### config.mk
export PLATFORM = sky130hd
export DESIGN_NAME = battery_monitor_charge_control_unit
export DESIGN_NICKNAME = d
export VERILOG_FILES = /design/src/rtl/bmcc_pkg.sv /design/src/rtl/bmcc_ctrl.sv /design/src/rtl/bmcc_dp.sv /design/src/rtl/battery_monitor_charge_control_unit.sv
export VERILOG_INCLUDE_DIRS = /design/src /design/src/rtl
export SDC_FILE = /design/constraint.sdc
export NUM_CORES = 2
export LEC_CHECK = 0
export ABC_AREA = 1
export BUFFER_PORTS_ARGS = -buffer_cell sky130_fd_sc_hd__buf_2
export CAP_MARGIN = 20
export CORE_MARGIN = 1.5
export CORE_UTILIZATION = 60
export DETAILED_ROUTE_END_ITERATION = 10
export MAX_ROUTING_LAYER = met4
export PLACE_DENSITY = 0.84
export SLEW_MARGIN = 20
export SYNTH_ARGS = -nofsm -noshare
export SYNTH_HDL_FRONTEND = slang
export SYNTH_SLANG_ARGS = --single-unit
### constraint.sdc
create_clock -name clk -period 6.45 [get_ports clk]
set_clock_uncertainty 0.1 [all_clocks]
set_input_delay 0.3225 -clock clk [delete_from_list [all_inputs] [get_ports clk]]
set_output_delay 0.3225 -clock clk [all_outputs]
set_load 0.005 [all_outputs]
### src/rtl/assert_macros.svh
// Assertion macros shared by the battery monitor RTL.
`ifndef ASSERT_MACROS_SVH
`define ASSERT_MACROS_SVH

// Condition holds at every clock edge out of reset.
`define BMCC_ASSERT(lbl, expr, msg) \
    lbl: assert property (@(posedge clk) disable iff (!rst_n) (expr)) \
        else $error(msg);

// Antecedent at one edge implies consequent at the next.
`define BMCC_ASSERT_NEXT(lbl, ante, cons, msg) \
    lbl: assert property (@(posedge clk) disable iff (!rst_n) (ante) |=> (cons)) \
        else $error(msg);

`endif

### src/rtl/bmcc_pkg.sv
// Types, constants and helpers for the battery monitor and charge control unit.
package bmcc_pkg;

    localparam int WINDOW_DEF = 16;
    localparam int SAMPLE_W   = 10;
    localparam int CURR_W     = 9;
    localparam int LEVEL_W    = 3;
    localparam int LANES      = 4;
    localparam int SUM_W      = 16;
    localparam int QUOT_W     = 10;
    localparam int GAIN_W     = 14;
    localparam int PROD_W     = 24;
    localparam int SCALE_W    = 29;
    localparam int RECIP_W    = 16;
    localparam int POST_SHIFT = 10;
    localparam int DIV10_SHIFT = 19;
    localparam int PERIOD_W   = 16;
    localparam int CFG_IDX_W  = 2;
    localparam int CFG_DATA_W = 16;

    // 0.1 V scale is 331*25/10240, 0.1 A scale is 331/1024
    localparam logic [GAIN_W-1:0]  VOLT_GAIN   = 14'd8275;
    localparam logic [GAIN_W-1:0]  CURR_GAIN   = 14'd331;
    // floor(y/10) == (y*52429)>>19 for y below 43690
    localparam logic [RECIP_W-1:0] DIV10_RECIP = 16'd52429;

    localparam logic [SAMPLE_W-1:0] LVL6_MIN = 10'd138;
    localparam logic [SAMPLE_W-1:0] LVL5_MIN = 10'd132;
    localparam logic [SAMPLE_W-1:0] LVL4_MIN = 10'd128;
    localparam logic [SAMPLE_W-1:0] LVL3_MIN = 10'd120;
    localparam logic [SAMPLE_W-1:0] LVL2_MIN = 10'd108;

    localparam logic [LEVEL_W-1:0] LEVEL_1 = 3'd1;
    localparam logic [LEVEL_W-1:0] LEVEL_2 = 3'd2;
    localparam logic [LEVEL_W-1:0] LEVEL_3 = 3'd3;
    localparam logic [LEVEL_W-1:0] LEVEL_4 = 3'd4;
    localparam logic [LEVEL_W-1:0] LEVEL_5 = 3'd5;
    localparam logic [LEVEL_W-1:0] LEVEL_6 = 3'd6;

    localparam logic [CFG_IDX_W-1:0] CFG_SAMPLE_PERIOD   = 2'd0;
    localparam logic [CFG_IDX_W-1:0] CFG_DECISION_PERIOD = 2'd1;
    localparam logic [CFG_IDX_W-1:0] CFG_STOP_LEVEL      = 2'd2;
    localparam logic [CFG_IDX_W-1:0] CFG_START_LEVEL     = 2'd3;

    localparam logic [PERIOD_W-1:0] SAMPLE_PERIOD_RST   = 16'd100;
    localparam logic [PERIOD_W-1:0] DECISION_PERIOD_RST = 16'd300;
    localparam logic [SAMPLE_W-1:0] STOP_LEVEL_RST      = 10'd140;
    localparam logic [SAMPLE_W-1:0] START_LEVEL_RST     = 10'd125;

    localparam logic KIND_TICK    = 1'b0;
    localparam logic KIND_SERVICE = 1'b1;

    typedef struct packed {
        logic                kind;
        logic [SAMPLE_W-1:0] volt_one_sample;
        logic [SAMPLE_W-1:0] curr_one_sample;
        logic [SAMPLE_W-1:0] volt_two_sample;
        logic [SAMPLE_W-1:0] curr_two_sample;
    } in_item_t;

    typedef struct packed {
        logic                sampled;
        logic                ready_res;
        logic [SAMPLE_W-1:0] volt_one;
        logic [CURR_W-1:0]   curr_one;
        logic [SAMPLE_W-1:0] volt_two;
        logic [CURR_W-1:0]   curr_two;
        logic                charge_on;
        logic                full_mark;
        logic [LEVEL_W-1:0]  level;
    } out_item_t;

    typedef struct packed {
        logic [PERIOD_W-1:0] sample_period;
        logic [PERIOD_W-1:0] decision_period;
        logic [SAMPLE_W-1:0] stop_level;
        logic [SAMPLE_W-1:0] start_level;
    } cfg_t;

    typedef struct packed {
        logic accept;
        logic tick;
        logic store;
        logic div_step;
        logic mul1;
        logic mul2;
        logic update;
        logic load_out;
    } ctrl_cmd_t;

    typedef struct packed {
        logic samp_zero;
        logic fill_now;
    } ctrl_status_t;

    function automatic logic [LEVEL_W-1:0] level_of(input logic [SAMPLE_W-1:0] volt);
        logic [LEVEL_W-1:0] lvl;
        if (volt >= LVL6_MIN)
            lvl = LEVEL_6;
        else if (volt >= LVL5_MIN)
            lvl = LEVEL_5;
        else if (volt >= LVL4_MIN)
            lvl = LEVEL_4;
        else if (volt >= LVL3_MIN)
            lvl = LEVEL_3;
        else if (volt >= LVL2_MIN)
            lvl = LEVEL_2;
        else
            lvl = LEVEL_1;
        return lvl;
    endfunction

endpackage

### src/rtl/bmcc_ctrl.sv
// Sequencing controller: one item at a time through store, divide, scale, update.
`include "assert_macros.svh"

module bmcc_ctrl
    import bmcc_pkg::*;
(
    input  logic         clk,
    input  logic         rst_n,
    input  logic         in_valid,
    input  logic         in_kind,
    input  logic         out_free,
    input  ctrl_status_t status,
    output logic         in_ready,
    output ctrl_cmd_t    cmd
);

    localparam logic [2:0] S_IDLE  = 3'd0;
    localparam logic [2:0] S_STORE = 3'd1;
    localparam logic [2:0] S_DIV   = 3'd2;
    localparam logic [2:0] S_MUL1  = 3'd3;
    localparam logic [2:0] S_MUL2  = 3'd4;
    localparam logic [2:0] S_UPD   = 3'd5;
    localparam logic [2:0] S_DONE  = 3'd6;

    logic [2:0] state_reg;
    logic [2:0] state_next;
    logic       post_store;

    assign post_store = (state_reg == S_DIV) || (state_reg == S_DONE);

    always_comb
    begin
        state_next = state_reg;
        cmd        = '0;
        in_ready   = 1'b0;
        unique case (state_reg)
            S_IDLE:
            begin
                in_ready = 1'b1;
                if (in_valid)
                begin
                    cmd.accept = 1'b1;
                    if (in_kind == KIND_TICK)
                    begin
                        cmd.tick   = 1'b1;
                        state_next = S_DONE;
                    end
                    else if (status.samp_zero)
                        state_next = S_STORE;
                    else
                        state_next = S_DONE;
                end
            end
            S_STORE:
            begin
                cmd.store  = 1'b1;
                state_next = status.fill_now ? S_DIV : S_DONE;
            end
            S_DIV:
            begin
                cmd.div_step = 1'b1;
                state_next   = S_MUL1;
            end
            S_MUL1:
            begin
                cmd.mul1   = 1'b1;
                state_next = S_MUL2;
            end
            S_MUL2:
            begin
                cmd.mul2   = 1'b1;
                state_next = S_UPD;
            end
            S_UPD:
            begin
                cmd.update = 1'b1;
                state_next = S_DONE;
            end
            S_DONE:
            begin
                if (out_free)
                begin
                    cmd.load_out = 1'b1;
                    state_next   = S_IDLE;
                end
            end
            default:
                state_next = S_IDLE;
        endcase
    end

    always_ff @(posedge clk or negedge rst_n)
    begin
        if (!rst_n)
            state_reg <= S_IDLE;
        else
            state_reg <= state_next;
    end

    `BMCC_ASSERT_NEXT(a_tick_to_done, cmd.tick, state_reg == S_DONE, "tick item not at result")
    `BMCC_ASSERT_NEXT(a_store_once, cmd.store, post_store, "store state did not advance")

endmodule

### src/rtl/bmcc_dp.sv
// Datapath: countdowns, sample stores, running sums, divider, scaling, charge logic.
`include "assert_macros.svh"

module bmcc_dp
    import bmcc_pkg::*;
#(
    parameter int WINDOW = WINDOW_DEF
)
(
    input  logic         clk,
    input  logic         rst_n,
    input  ctrl_cmd_t    cmd,
    input  cfg_t         cfg,
    input  in_item_t     item,
    output ctrl_status_t status,
    output out_item_t    res
);

    localparam int SLOT_W      = $clog2(WINDOW);
    localparam int WIN_SHIFT   = SUM_W + SLOT_W;
    localparam int WIN_RECIP_W = SUM_W + 1;
    localparam int QPROD_W     = SUM_W + WIN_RECIP_W;
    // floor(s/WINDOW) == (s*WIN_RECIP)>>WIN_SHIFT for every 16-bit s
    localparam logic [WIN_RECIP_W-1:0] WIN_RECIP =
        WIN_RECIP_W'(((longint'(1) << WIN_SHIFT) + longint'(WINDOW) - 1) / longint'(WINDOW));
    localparam logic [GAIN_W-1:0] LANE_GAIN [LANES] =
        '{VOLT_GAIN, CURR_GAIN, VOLT_GAIN, CURR_GAIN};

    logic [SAMPLE_W-1:0] smp_reg   [LANES];
    logic [SAMPLE_W-1:0] mem       [LANES][WINDOW];
    logic [SAMPLE_W-1:0] rd_reg    [LANES];
    logic [SUM_W-1:0]    sum_reg   [LANES];
    logic [SUM_W-1:0]    sum_next  [LANES];
    logic [QPROD_W-1:0]  qprod     [LANES];
    logic [QUOT_W-1:0]   quot_reg  [LANES];
    logic [PROD_W-1:0]   prod_reg  [LANES];
    logic [SCALE_W-1:0]  scale_reg [2];
    logic [SAMPLE_W-1:0] meas_reg  [LANES];

    logic [PERIOD_W-1:0]  samp_cnt_reg;
    logic [PERIOD_W-1:0]  dec_cnt_reg;
    logic [SLOT_W-1:0]    slot_reg;
    logic                 filled_reg;
    logic                 sampled_reg;
    logic                 charge_reg;
    logic                 full_reg;
    logic [LEVEL_W-1:0]   level_reg;

    logic                 slot_last;
    logic [SAMPLE_W-1:0]  volt_new;
    logic [SAMPLE_W-1:0]  lane_smp [LANES];

    assign lane_smp[0] = item.volt_one_sample;
    assign lane_smp[1] = item.curr_one_sample;
    assign lane_smp[2] = item.volt_two_sample;
    assign lane_smp[3] = item.curr_two_sample;

    assign slot_last = (slot_reg == SLOT_W'(WINDOW - 1));
    assign volt_new  = scale_reg[0][DIV10_SHIFT +: SAMPLE_W];

    assign status.samp_zero = (samp_cnt_reg == '0);
    assign status.fill_now  = filled_reg | slot_last;

    // entry being replaced is zero until the window has filled once
    always_comb
    begin
        for (int i = 0; i < LANES; i++)
            sum_next[i] = SUM_W'(({1'b0, sum_reg[i]}
                                  - {{(SUM_W - SAMPLE_W + 1){1'b0}},
                                     (filled_reg ? rd_reg[i] : SAMPLE_W'(0))})
                                  + {{(SUM_W - SAMPLE_W + 1){1'b0}}, smp_reg[i]});
    end

    always_comb
    begin
        for (int i = 0; i < LANES; i++)
            qprod[i] = QPROD_W'(sum_reg[i]) * QPROD_W'(WIN_RECIP);
    end

    always_ff @(posedge clk)
    begin
        for (int i = 0; i < LANES; i++)
        begin
            if (cmd.accept)
            begin
                smp_reg[i] <= lane_smp[i];
                rd_reg[i]  <= mem[i][slot_reg];
            end
            if (cmd.store)
                mem[i][slot_reg] <= smp_reg[i];
        end
    end

    always_ff @(posedge clk)
    begin
        for (int i = 0; i < LANES; i++)
        begin
            if (cmd.div_step)
                quot_reg[i] <= qprod[i][WIN_SHIFT +: QUOT_W];
            if (cmd.mul1)
                prod_reg[i] <= PROD_W'(PROD_W'(quot_reg[i]) + PROD_W'(1))
                               * PROD_W'(LANE_GAIN[i]);
        end
        for (int j = 0; j < 2; j++)
        begin
            if (cmd.mul2)
                scale_reg[j] <= SCALE_W'(prod_reg[2*j][PROD_W-1:POST_SHIFT])
                                * SCALE_W'(DIV10_RECIP);
        end
    end

    always_ff @(posedge clk or negedge rst_n)
    begin
        if (!rst_n)
        begin
            samp_cnt_reg <= '0;
            dec_cnt_reg  <= '0;
            slot_reg     <= '0;
            filled_reg   <= 1'b0;
            sampled_reg  <= 1'b0;
            charge_reg   <= 1'b0;
            full_reg     <= 1'b0;
            level_reg    <= LEVEL_1;
            for (int i = 0; i < LANES; i++)
            begin
                sum_reg[i]  <= '0;
                meas_reg[i] <= '0;
            end
        end
        else
        begin
            if (cmd.accept)
                sampled_reg <= 1'b0;
            if (cmd.tick)
            begin
                if (samp_cnt_reg != '0)
                    samp_cnt_reg <= samp_cnt_reg - PERIOD_W'(1);
                if (dec_cnt_reg != '0)
                    dec_cnt_reg <= dec_cnt_reg - PERIOD_W'(1);
            end
            if (cmd.store)
            begin
                samp_cnt_reg <= cfg.sample_period;
                sampled_reg  <= 1'b1;
                for (int i = 0; i < LANES; i++)
                    sum_reg[i] <= sum_next[i];
                if (slot_last)
                begin
                    slot_reg   <= '0;
                    filled_reg <= 1'b1;
                end
                else
                    slot_reg <= slot_reg + SLOT_W'(1);
            end
            if (cmd.update)
            begin
                meas_reg[0] <= volt_new;
                meas_reg[1] <= prod_reg[1][POST_SHIFT +: SAMPLE_W];
                meas_reg[2] <= scale_reg[1][DIV10_SHIFT +: SAMPLE_W];
                meas_reg[3] <= prod_reg[3][POST_SHIFT +: SAMPLE_W];
                level_reg   <= level_of(volt_new);
                if (dec_cnt_reg == '0)
                begin
                    dec_cnt_reg <= cfg.decision_period;
                    // stop test wins when the thresholds overlap
                    if (volt_new >= cfg.stop_level)
                    begin
                        full_reg   <= 1'b1;
                        charge_reg <= 1'b0;
                    end
                    else if (volt_new <= cfg.start_level)
                    begin
                        full_reg   <= 1'b0;
                        charge_reg <= 1'b1;
                    end
                    else
                        charge_reg <= !full_reg;
                end
            end
        end
    end

    assign res.sampled   = sampled_reg;
    assign res.ready_res = filled_reg;
    assign res.volt_one  = meas_reg[0];
    assign res.curr_one  = meas_reg[1][CURR_W-1:0];
    assign res.volt_two  = meas_reg[2];
    assign res.curr_two  = meas_reg[3][CURR_W-1:0];
    assign res.charge_on = charge_reg;
    assign res.full_mark = full_reg;
    assign res.level     = level_reg;

    `BMCC_ASSERT_NEXT(a_filled_sticky, filled_reg, filled_reg, "filled flag dropped")
    `BMCC_ASSERT(a_level_range, level_reg >= LEVEL_1 && level_reg <= LEVEL_6, "level out of range")
    `BMCC_ASSERT(a_charge_full_excl, !(charge_reg && full_reg), "charging while marked full")

endmodule

### src/rtl/battery_monitor_charge_control_unit.sv
// Top level of the battery monitor: config registers, controller, datapath, result register.
// Result after accept: a tick item, or a service item with the sample countdown running, goes
// straight to the result load; a sampling service item before the windows fill goes through store
// first; once filled: store, reciprocal window divide, two scale multiplies, update, result load.
// One item in flight; the next is accepted the cycle after the result register loads.
// Reset (async, active low) clears control state and loads register defaults; store RAM is not cleared.

module battery_monitor_charge_control_unit
    import bmcc_pkg::*;
#(
    parameter int WINDOW = WINDOW_DEF
)
(
    input  logic                  clk,
    input  logic                  rst_n,
    input  logic                  sample_valid,
    output logic                  sample_ready,
    input  in_item_t              sample_item,
    output logic                  result_valid,
    input  logic                  result_ready,
    output out_item_t             result_item,
    input  logic                  cfg_valid,
    output logic                  cfg_ready,
    input  logic [CFG_IDX_W-1:0]  cfg_index,
    input  logic [CFG_DATA_W-1:0] cfg_data
);

    cfg_t         cfg_reg;
    ctrl_cmd_t    cmd;
    ctrl_status_t status;
    out_item_t    res;
    out_item_t    result_item_reg;
    logic         result_valid_reg;
    logic         out_free;

    assign cfg_ready    = 1'b1;
    assign out_free     = !result_valid_reg || result_ready;
    assign result_valid = result_valid_reg;
    assign result_item  = result_item_reg;

    always_ff @(posedge clk or negedge rst_n)
    begin
        if (!rst_n)
        begin
            cfg_reg.sample_period   <= SAMPLE_PERIOD_RST;
            cfg_reg.decision_period <= DECISION_PERIOD_RST;
            cfg_reg.stop_level      <= STOP_LEVEL_RST;
            cfg_reg.start_level     <= START_LEVEL_RST;
        end
        else if (cfg_valid)
        begin
            unique case (cfg_index)
                CFG_SAMPLE_PERIOD:   cfg_reg.sample_period   <= cfg_data[PERIOD_W-1:0];
                CFG_DECISION_PERIOD: cfg_reg.decision_period <= cfg_data[PERIOD_W-1:0];
                CFG_STOP_LEVEL:      cfg_reg.stop_level      <= cfg_data[SAMPLE_W-1:0];
                CFG_START_LEVEL:     cfg_reg.start_level     <= cfg_data[SAMPLE_W-1:0];
                default: ;
            endcase
        end
    end

    always_ff @(posedge clk or negedge rst_n)
    begin
        if (!rst_n)
            result_valid_reg <= 1'b0;
        else if (cmd.load_out)
            result_valid_reg <= 1'b1;
        else if (result_ready)
            result_valid_reg <= 1'b0;
    end

    always_ff @(posedge clk)
    begin
        if (cmd.load_out)
            result_item_reg <= res;
    end

    bmcc_ctrl u_ctrl (
        .clk      (clk),
        .rst_n    (rst_n),
        .in_valid (sample_valid),
        .in_kind  (sample_item.kind),
        .out_free (out_free),
        .status   (status),
        .in_ready (sample_ready),
        .cmd      (cmd)
    );

    bmcc_dp #(
        .WINDOW (WINDOW)
    ) u_dp (
        .clk    (clk),
        .rst_n  (rst_n),
        .cmd    (cmd),
        .cfg    (cfg_reg),
        .item   (sample_item),
        .status (status),
        .res    (res)
    );

endmodule

# Yosys cells after proc, flatten, opt, wreduce, memory -nomap -nowiden
# Memories as Yosys holds them, arrays and structs flattened. A register that Yosys moved wholly into a read port is not among the register bits.
# Cells that the tools add are included.
# word_totals
regBits	218
mem_bits_rw	914
input_bits	64
word_cells	171
mem_count	6
# classes
add_sub_neg	15
mul	6
n_lt_le_gt_ge	9
n_eq_ne	12
mux	66
bitwise	2
n_reduce_logical	27
# memory_table
name	words	word_bits	read_ports	rd_ports_with_merged_regs	wr	line_no	text
u_dp.mem	4	160	4	0	4	bmcc_dp.sv:30	logic [SAMPLE_W-1:0] mem [LANES][WINDOW];
u_dp.prod_reg	4	24	4	2	4	bmcc_dp.sv:36	logic [PROD_W-1:0] prod_reg [LANES];
u_dp.scale_reg	2	29	2	1	2	bmcc_dp.sv:37	logic [SCALE_W-1:0] scale_reg [2];
u_dp.quot_reg	4	10	4	0	4	bmcc_dp.sv:35	logic [QUOT_W-1:0] quot_reg [LANES];
u_dp.rd_reg	4	10	4	0	4	bmcc_dp.sv:31	logic [SAMPLE_W-1:0] rd_reg [LANES];
u_dp.smp_reg	4	10	4	0	4	bmcc_dp.sv:29	logic [SAMPLE_W-1:0] smp_reg [LANES];
# op_table
cell	count
10-bit binary-select mux with 4-bit select	4
160-bit two-way mux	1
10-bit two-way mux	13
16-bit two-way mux	7
16-bit by 10-bit adder with 16-bit output	4
16-bit by 10-bit subtractor with 16-bit output	4
14-bit by 16-bit multiplier with 29-bit output (second input constant)	2
24-bit by 14-bit multiplier with 24-bit output (second input constant)	2
24-bit by 9-bit multiplier with 24-bit output (second input constant)	2
10-bit by 1-bit adder with 11-bit output (second input constant)	4
10-bit demux with 4-bit select	1
16-bit zero test	2
16-bit nonzero test	2
16-bit by 1-bit subtractor with 16-bit output (second input constant)	2
10-bit by 8-bit >= comparator with 1-bit output (second input constant)	3
3-bit two-way mux	9
1-bit two-way mux	26
3-bit case mux with 7 select lines	1
10-bit by 7-bit >= comparator with 1-bit output (second input constant)	2
2-bit AND reduction	8
10-bit >= comparator	1
10-bit less-or-equal comparator	1
2-bit nonzero test	5
3-bit equality test (second input constant)	3
other kinds (19)	28

# Logic depth before layout (Yosys ltp)
# An unclocked memory read counts as a cell.
# depth
word_depth	7
depth_mapped	26
mapped_depth_nobuf	26

# Hierarchy
# From an unflattened synthesis, not the netlist that was laid out.
# hier_totals
cells_unflattened	6221
hier_area_um2	61774.2
# by_module_without_submodules
module	instances	cells_per_inst	area_each_um2
bmcc_dp	1	5894	57933.1
battery_monitor_charge_control_unit	1	284	3579.7
bmcc_ctrl	1	43	261.5

# Worst setup path before layout
# No wires, ideal clock.
# synth_timing
kind	reg-to-reg
startpoint	mem u_dp.prod_reg[0][18]
endpoint	mem u_dp.scale_reg[0][23], data pin
setup_ns	0.253
arrival_time_ns	4.492
setup_slack_ns	1.605
stages_incl_launch_ff	19
synth_period_minus_slack_ns	4.845
cell_sequence	edfxtp_1 > ha_1 > inv_1 > fa_1 > fa_1 > fa_1 > inv_1 > fa_1 > inv_1 > fa_1 > inv_1 > ha_1 > nand2_1 > nor2_1 > nand2_1 > nor3b_1 > nand3b_1 > nand4_1 > nand2_1
# synth_rtl
element	line_no
from (decl)	bmcc_dp.sv:36
to (decl)	bmcc_dp.sv:37

==> results.md <==
- The run finished with clean final reports.
- In this run the critical register-to-register path is launched from u_dp.prod_reg[0][18]$_DFFE_PP_.
- The sequential area share after synthesis is 0.511.
- The via count of the routed design is approximately 43000.
- Of the available clock period, the critical path in the final layout requires 0.807.
- The total nets after synthesis is 6779.
- The mapped cell area is 60700 sq um.
- The overflow left after global routing is 0.
- CTS placed an instance of sky130_fd_sc_hd__clkbuf_16 at the clock tree root.
- The tool flagged a number of max-cap violations equal to 0.
- STA classifies the critical path endpoint as a register.
- The count of clock tree sinks is 1064.
- Routability-driven placement finished with a final weighted congestion of about 0.95.
- Along the worst path, the maximum fanout reaches 5.
- In the final timing run, aggregate negative setup slack is 0 ps.
- The number of nets with antenna violations after routing is 0.
- Of the total synthesized cell area, the portion taken by XOR and XNOR cells is 0.0172.
- The detail-routed via count per cell is 5.77.
- The sort of element at the start of the critical path is a register.
- Setup repair after global routing left no endpoint under its margin.
- The number of synthesized register bits is 1064.
- In the final layout, flip-flops and latches occupy approximately 31000 sq um.
- The synthesis-to-layout area growth is 10.0%.
- Of the total synthesized cell area, the portion taken by full adders, half adders and majority gates is 0.183.
- The main flop type after synthesis is sky130_fd_sc_hd__edfxtp_1.
- The required time at the worst-slack endpoint is a little under 7000 ps.
- The most common cell after layout, fill and taps aside is sky130_fd_sc_hd__nand2_1.
- The library cells used most frequently in the layout, excluding fill and tap cells, are 1058 x sky130_fd_sc_hd__nand2_1, 883 x sky130_fd_sc_hd__inv_1, 871 x sky130_fd_sc_hd__edfxtp_1.
- The worst-skew pair later-pin latency is about 700 ps.
- The number of rows created at floorplan is 116.
- The total area of multi-input combinational cells is 25700 sq um.
- The number of buffers inserted for hold repair after clock tree synthesis is 60.
- The buffers plus inverters on the worst setup path is 4.
- The effective utilization at floorplan is 0.606.
- The count of warnings emitted by yosys is 0.
- The fraction of the mapped netlist area in simple logic gates is 0.139.
- The final-report max-slew violation count was 0.
- The number of gates given a new drive strength after cts is 0.
- The longest individual stage delay on the worst path is between 500 and 600 ps.
- The number of DRC violations after detailed-routing iteration 0 is 4606.
- In this run the worst setup path begins at u_dp.prod_reg[0][18]$_DFFE_PP_.
- Walking the worst path, the cells encountered are ha_1 -> inv_1 -> fa_1 -> fa_1 -> fa_1 -> inv_1 -> fa_1 -> inv_1 -> fa_1 -> inv_1 -> ha_1 -> nand2_1 -> nor4_1 -> nand2_1 -> nand2_1 -> nand2_1 -> nand3_1 -> nand2_1.
- Measured against its own limit, the worst slew margin works out to 0.230.
- The largest delay contributor family on the critical path is adder cells.
- Of the post-synthesis cell area, the part taken by muxes is 0.
- The synthesized-area fraction occupied by ao, oa, aoi and oai cells was 0.0822.
- The total area inside the core boundary comes to 100000 sq um.
- After detailed routing, the average wire length per cell comes to approximately 19 microns.
- The highest-delay cell along the critical path is sky130_fd_sc_hd__fa_1.
- The H-tree depth is 3.
- The count of buffers added on input and output ports is 110.
- The number of antenna violations at the first check in global routing is 0.
- The critical setup path kind is register to register.
- The net count of the finished layout is ~6900.
- Based on the critical path, the design can be clocked at up to 0.192 GHz.
- STA puts the critical path data arrival time at about 5500 ps.
- The area enclosed by the die boundary is 103000 sq um.
- The placed wire-length estimate is 92000 microns.
- The fraction of layout cells with a size suffix above 1 is 0.0642.
- The post-CTS clock slew at the launch and capture registers of the worst setup and hold paths is roughly 60 ps.
- The number of top-level pins is 112.
- Yosys mapped the design onto 57 distinct sky130hd cell types.
- The number of flops mapped to enable cells by yosys is roughly 870.
- The clock passes through at most 3 buffers.
- The width of the chip is 321 microns.
- The number of endpoints failing setup at the final stage is 0.
- The pre-antenna-repair detailed-routing pass consisted of 6 iterations.
- The via count of the first global-routing pass was 43400.
- The hold violation total from the final report is 0.
- The number of buffers created by CTS is 106.
- Wires add up to 141000 microns.
- The slew at the pin with the worst max-slew slack is around 1200 ps.
- The worst hold path belongs to the class primary input to asynchronous set/reset pin.
- From bottom edge to top edge, the die measures 321 microns.
- The clock period could shrink to between 5000 and 6000 ps.
- Counting the fill cells in the layout gives between 7000 and 8000.
- The final antenna diode count is 0.
- The register with the most flip-flops in the layout has 640 of them.
- The async set or reset register ratio after synthesis is 0.181.
- Entering global routing, the biggest net connects 232 pins.
- After synthesis, the mean cell area works out to 10.2 sq um.
- The total global routing track utilization is 0.286.
- The combinational family with the most area after synthesis is adder cells.
- The clock tree from TritonCTS is built.
- The wire length of the first global-routing pass is 226000 microns.
- For this run, design rule violations remaining after detail routing come to 0.
- The cell count after synthesis came out at 5958.
- Once the clock tree was built, the setup fixing pass inserted 0 buffers.
[worst paths after layout]
path	to	slack [ps]	depth (start not counted)
setup / recovery	u_dp.scale_reg[0][22]$_DFFE_PP_	1250	18
hold / removal	u_dp.res[16]$_DFFE_PN0P_	130	2
setup reg to reg	u_dp.scale_reg[0][22]$_DFFE_PP_	1250	18
hold reg to reg	result_item[41]$_DFFE_PP_	310	0
max in group asynchronous	u_dp.slot_reg[1]$_DFFE_PN0P_	4760	3
min in group clk	u_dp.smp_reg[3][3]$_DFFE_PP_	210	2
[stage by stage]
step           instance area, sq um  setup WS [ps]  cells  hold WS, ps   util
6_report                      66700           1250   7496          129  0.666
5_1_grt                       66700            906   7496          173  0.666
3_5_place_dp                  62600           1260   7238          252  0.625
3_3_place_gp                  62600           1290   7238          250  0.625
4_1_cts                       66700           1230   7496          136  0.666
2_1_floorplan                 60700           1610   5958        -73.1      -
[cell type report]
cell class	count	area share
multi-input cells	3829	0.385
inverters	899	0.0508
flip-flops and latches	1064	0.465
repair buffers	208	0.0219
well taps	1298	0.0243
clock buffers	142	0.0437
clock inverters	56	0.00920
[routing by layer]
metal / GRT usage / share of wire / up-vias
met4: 0.105 / 0.036 / 0
met3: 0.0361 / 0.078 / 371
met2: 0.478 / 0.49 / 1933
met1: 0.358 / 0.39 / 20600
li1: - / - / 20300
met5: - / 0 / -
[synthesized netlist by cell type (10+ instances only)]
master                     count  area, sq um
sky130_fd_sc_hd__a21boi_0     11         82.6
sky130_fd_sc_hd__a21o_1       15          113
sky130_fd_sc_hd__a21oi_1     150          751
sky130_fd_sc_hd__buf_2        40          200
sky130_fd_sc_hd__buf_4        10         75.1
sky130_fd_sc_hd__clkbuf_1    102          383
sky130_fd_sc_hd__dfrtp_1     176         4400
sky130_fd_sc_hd__dfstp_2      17          447
sky130_fd_sc_hd__edfxtp_1    871        26200
sky130_fd_sc_hd__fa_1        214         4280
sky130_fd_sc_hd__ha_1        543         6790
sky130_fd_sc_hd__inv_1       885         3320
sky130_fd_sc_hd__inv_2        10         37.5
sky130_fd_sc_hd__nand2_1    1058         3970
sky130_fd_sc_hd__nand3_1     220         1100
sky130_fd_sc_hd__nand4_1      96          601
sky130_fd_sc_hd__nor2_1      576         2160
sky130_fd_sc_hd__nor3_1       36          180
sky130_fd_sc_hd__o211ai_1     16          120
sky130_fd_sc_hd__o21ai_0     496         2480
sky130_fd_sc_hd__o21ai_1      16         80.1
sky130_fd_sc_hd__o21bai_1     24          180
sky130_fd_sc_hd__o22ai_1     160         1000
sky130_fd_sc_hd__or2_2        16          100
sky130_fd_sc_hd__xnor2_1      34          298
sky130_fd_sc_hd__xor2_1       80          701
[cells by family (layout without fill, tap and decap cells)]
kind of cell,after synthesis,count (layout)
buf+inv,1065,1305
xor+xnor,116,116
other cells,1,1
fa+ha+maj,757,757
simple gates,2044,2044
compound gates,911,911
flops,1064,1064
Power is left out: the tool's default activity adds up to more than one toggle a clock period on the data nets, which glitch-free logic cannot reach.
